**config.mk**
```make
export PLATFORM = sky130hd
export DESIGN_NAME = wsp_chain
export DESIGN_NICKNAME = d
export VERILOG_FILES = /design/src/wsp_pkg.sv /design/src/wsp_cell.sv /design/src/wsp_chain.sv
export SDC_FILE = /design/constraint.sdc
export NUM_CORES = 1
export LEC_CHECK = 0
export ABC_AREA = 1
export BUFFER_PORTS_ARGS = -buffer_cell sky130_fd_sc_hd__buf_2
export CAP_MARGIN = 20
export CORE_ASPECT_RATIO = 1.4
export CORE_MARGIN = 10
export CORE_UTILIZATION = 30
export DETAILED_ROUTE_END_ITERATION = 16
export PLACE_DENSITY = 0.45
export SLEW_MARGIN = 20
export SYNTH_ARGS = -nofsm -noshare
export SYNTH_HDL_FRONTEND = slang
export SYNTH_HIERARCHICAL = 1
export SYNTH_SLANG_ARGS = --single-unit
```
**constraint.sdc**
```tcl
create_clock -name clk -period 1.8 [get_ports clk]
set_input_delay 0.09 -clock clk [delete_from_list [all_inputs] [get_ports clk]]
set_output_delay 0.09 -clock clk [all_outputs]
set_load 0.01 [all_outputs]
```
**src/wsp_pkg.sv**
```systemverilog
// package: shared types and constants for the weighted-sum pooling core
`timescale 1ns / 1ps
package wsp_pkg;

  localparam int MAX_KERNEL     = 8;
  localparam int MAX_PLANE_COLS = 1024;
  localparam int MAX_PLANE_ROWS = 1024;

  localparam int KR_W   = $clog2(MAX_KERNEL);
  localparam int COL_W  = $clog2(MAX_PLANE_COLS);
  localparam int ROW_W  = $clog2(MAX_PLANE_ROWS);
  localparam int ADDR_W = KR_W + COL_W;
  // row partial sum: up to MAX_KERNEL samples of 16 bits
  localparam int RSUM_W = 16 + $clog2(MAX_KERNEL) + 1;
  // window sum: up to MAX_KERNEL row sums
  localparam int WSUM_W = RSUM_W + $clog2(MAX_KERNEL) + 1;
  localparam int PROD_W = WSUM_W + 16;

  // register indexes
  localparam logic [2:0] REG_KROWS = 3'd0;
  localparam logic [2:0] REG_KCOLS = 3'd1;
  localparam logic [2:0] REG_SROWS = 3'd2;
  localparam logic [2:0] REG_SCOLS = 3'd3;
  localparam logic [2:0] REG_PROWS = 3'd4;
  localparam logic [2:0] REG_PCOLS = 3'd5;

  typedef struct packed {
    logic signed [15:0] sample;
    logic signed [15:0] plane_weight;
    logic signed [23:0] plane_bias;
  } in_beat_t;

  typedef struct packed {
    logic signed [25:0] pooled_value;
    logic [9:0]         out_row;
    logic [9:0]         out_col;
    logic               last_of_plane;
  } out_beat_t;

  // control passed from the sequencer into the cell chain
  typedef struct packed {
    logic                     load;   // start a new window: clear the chain
    logic                     shift;  // a row sum enters the chain
    logic signed [RSUM_W-1:0] rsum;
  } chain_ctl_t;

endpackage

```
**src/wsp_cell.sv**
```systemverilog
// one accumulating cell of the row-sum chain
`timescale 1ns / 1ps
module wsp_cell (
  input  logic                              clk,
  input  wsp_pkg::chain_ctl_t               ctl,
  input  logic signed [wsp_pkg::WSUM_W-1:0] acc_in,
  output logic signed [wsp_pkg::WSUM_W-1:0] acc_out
);

  logic signed [wsp_pkg::WSUM_W-1:0] acc_r;
  logic signed [wsp_pkg::WSUM_W-1:0] acc_nxt;

  // each cell adds one row sum to what its neighbor hands over
  always_comb begin
    acc_nxt = acc_r;
    if (ctl.load) begin
      acc_nxt = '0;
    end else if (ctl.shift) begin
      acc_nxt = acc_in + wsp_pkg::WSUM_W'(ctl.rsum);
    end
  end

  always_ff @(posedge clk) begin
    acc_r <= acc_nxt;
  end

  assign acc_out = acc_r;

endmodule

```
**src/wsp_chain.sv**
```systemverilog
// row of cells that folds row sums into the window sum
`timescale 1ns / 1ps
module wsp_chain (
  input  logic                              clk,
  input  wsp_pkg::chain_ctl_t               ctl,
  input  logic [wsp_pkg::KR_W:0]            taps,
  output logic signed [wsp_pkg::WSUM_W-1:0] wsum
);

  logic signed [wsp_pkg::WSUM_W-1:0] link [wsp_pkg::MAX_KERNEL+1];

  assign link[0] = '0;

  for (genvar g = 0; g < wsp_pkg::MAX_KERNEL; g++) begin : g_cell
    wsp_cell u_cell (
      .clk    (clk),
      .ctl    (ctl),
      .acc_in (link[g]),
      .acc_out(link[g+1])
    );
  end

  // the cell at the kernel height has seen every row sum of the window
  always_comb begin
    wsum = '0;
    for (int i = 1; i <= wsp_pkg::MAX_KERNEL; i++) begin
      if (taps == (wsp_pkg::KR_W+1)'(i)) begin
        wsum = link[i];
      end
    end
  end

endmodule

```
==> run summary <==
outcome = finished, violations left
failing checks = setup timing
Cell Int Power = 11910 µW
# IOs = 51
crit path time final = 2124 ps
Die H = 346.2 µm
most frequent cells in the layout = nand2_1 (1205), inv_1 (779), buf_4 (491), nor2_1 (476), nand3_1 (251)
asr flop ratio synth = 0%
top cell type's share of synthesized area = 22.01%
standard-cell rows = 119
number of synthesized flops with an enable pin = 0
Fin. Hold Viols = 0
register area = 0.004019 mm²
chip width = 253.0 µm
NetSw = 9169 µW
crit share post-route = 118.0%
crit path DAT = 2030 ps
Slew @ Worst Pin = 779.9 ps
port bufs = 50
share of layout cells above drive strength 1 = 29.87%
Initial DRT Pass Iterations = 5
Clock Latency Late Sink = 510 ps
pre-CTS setup slack = -258.6 ps
FF-to-FF setup slack = 40 ps
worst r2r dst = g_cell[2].u_cell/acc_out[20]
gr ovfl total = 0
Syn-to-layout area delta = 43.60%
hold depth = 3
logic gate share of total power = 55.1%
setup ws final = -324.0 ps
LEAKAGE = 0.01796 µW
P per Cell Area = 643.9 mW/mm²
Post-Synthesis Cells = 4122
critical path class = reg2out
sequential area share after synthesis = 16.86%
Worst Path Required = 1710 ps
r2r startpoint = g_cell[1].u_cell/acc_out[0]
Inserted Clock Buffers = 17
Setup Total Neg Slack = -4565 ps
fin area = 0.03274 mm²
highest metal used = met5
largest net degree at the start of global routing = 63
Clock power frac = 19.6%
Max FO, Critical Path = 2
peak supply drop = 0.8299 mV
register bit total from synthesis = 192
largest cells by area after synthesis = nand2_1 (22%), dfxtp_1 (17%), inv_1 (13%), ha_1 (10%), nor2_1 (8.8%)
prevailing post-synth register cell = dfxtp_1
Post-Place Cell Area = 0.02854 mm²
Residual DRC = 0
Fmax = 0.4708 GHz
Syn Area/Cell = 5.531 µm²
hold crit path type = in2reg
Fill cells = 8209
R2R depth = 11
Yosys Warn Count = 6
Clock Pin Slew Worst Setup and Hold Paths = 80 ps
commonest non-fill, non-tap cell in the layout = nand2_1
Die ar. = 0.08759 mm²
CTS sink count = 192
Tot Pwr = 21080 µW
met2 WL = 52520 µm
initial antenna violation count = 2
slew margin rel. = 48.01%
Yosys top cell by area = nand2_1
Netlist cell types = 41
kind of end point of the critical path = primary output
max cap viols = 0
CTS Root Cell = clkbuf_16
final setup fails = 23
overall routing resource usage = 22.62%
Net Sw Frac = 43.49%
max FFs per register = 192
Antenna diodes = 0
Initial Util = 30.26%
Multi-input gate area = 0.01869 mm²
fin. max-slew vios = 0
global placement routability congestion = 0.9541
DRT met1 WL = 39280 µm
Routed WL = 100800 µm
Routed WL per cell = 17.75 µm
power share of the sequential group = 25.3%
Via density = 4.622
RSZ-0062 raised after global routing = yes
vias in the first global route = 25.63k
Worst Setup SP = g_cell[3].u_cell/acc_out[9]
hold_buf cts = 0
Via Count = 26.25k
CP Capture Point = wsum[9]
CTS tree = done
HPWL after DPL = 84080 µm
clk buf depth = 2
metal3 WL = 3052 µm
# nets final = 4917
mapped cell area = 0.02280 mm²
antenna-violating nets left = 0
Clock Skew = 12.29 ps
area of the core = 0.07534 mm²
Critical Path Source Type = flip-flop
first-pass GRT wire length = 150600 µm
1st-iter DRT viols = 1436
CTS HTree Levels = 4
## worst max-delay path, stage by stage (launching register included)
cell,delay [ps]
dfxtp_2,330
buf_6,120
o211ai_1,220
nand4_1,270
nand2_1,190
nand4_1,180
buf_2,200
## timing repair
item                       CTS  global route
pin swaps                   54           173
gates cloned                 0             0
resized for setup          202           597
setup endpoints to repair  104           151
setup buffers               15            13
## metrics by stage
step / hold WS [ps] / utilization [%] / instances
after CTS: 6.163 / 39.85 / 5677
after global placement: 452.6 / 37.88 / 5634
after floorplan: 249.5 / - / 4146
final: 43.04 / 43.46 / 5679
after global routing: 50.65 / 43.46 / 5679
after detailed placement: 461.0 / 37.88 / 5634
## power by group through the flow
stage / Combinational (µW) / Clock [µW] / Sequential [µW]
floorplan: 5610 / 0 / 5080
detailed placement: 9960 / 0 / 5270
CTS: 10300 / 4310 / 5200
global route: 12800 / 4410 / 5370
finish: 11600 / 4130 / 5330
global placement: 9970 / 0 / 5270
## metal layers
layer  global-route usage (%)  vias to the layer above
met3                    2.512                      181
met1                    24.32                    11860
li1                         -                    13760
met5                        0                        -
met4                    11.03                        4
met2                    42.78                      455
## cell type report
type / instances / share of cell area, %
Sequential cell: 192 / 12.27
Clock buffer: 19 / 1.383
Inverter: 811 / 9.298
Tap cell: 968 / 3.699
Clock inverter: 13 / 0.4242
Timing Repair Buffer: 617 / 15.83
Multi-Input combinational cell: 3059 / 57.09
## synthesized netlist by cell type, drive strengths merged (7+ instances only)
library cell,count
buf,27
xor2,71
ha,184
dlygate4sd1,8
nand3,346
dfxtp,192
or2,23
a21oi,116
nand3b,16
a21o,23
nand2,1405
nor3,14
inv,811
xnor2,9
nor2,598
o21ai,100
o211ai,23
fa,8
and2,7
nand4,87
clkbuf,49
## logic make-up (layout without fill, tap and decap cells)
kind of cell	Yosys count	in the layout	synth area share, %
xor gates and xnor gates	80	80	3.073
and+or+nand+nor	2500	2500	47.17
other	1	25	0.01645
buffers and inverters	895	1460	15.63
AOI/OAI and AO/OA	262	262	6.453
DFF	192	192	16.86
adders and majority gates	192	192	10.80
## how the worst min path moves through the flow
stage	to	start	slack, ps
floorplan	g_cell[0].u_cell/acc_out[2]	ctl[21]	250
global placement	g_cell[7].u_cell/acc_out[1]	g_cell[7].u_cell/acc_out[1]	450
detailed placement	g_cell[7].u_cell/acc_out[1]	g_cell[7].u_cell/acc_out[1]	460
CTS	g_cell[4].u_cell/acc_out[1]	ctl[20]	6
global route	g_cell[4].u_cell/acc_out[1]	ctl[20]	50
finish	g_cell[4].u_cell/acc_out[1]	ctl[20]	40
No activity file was read; power rests on OpenSTA's default activity.
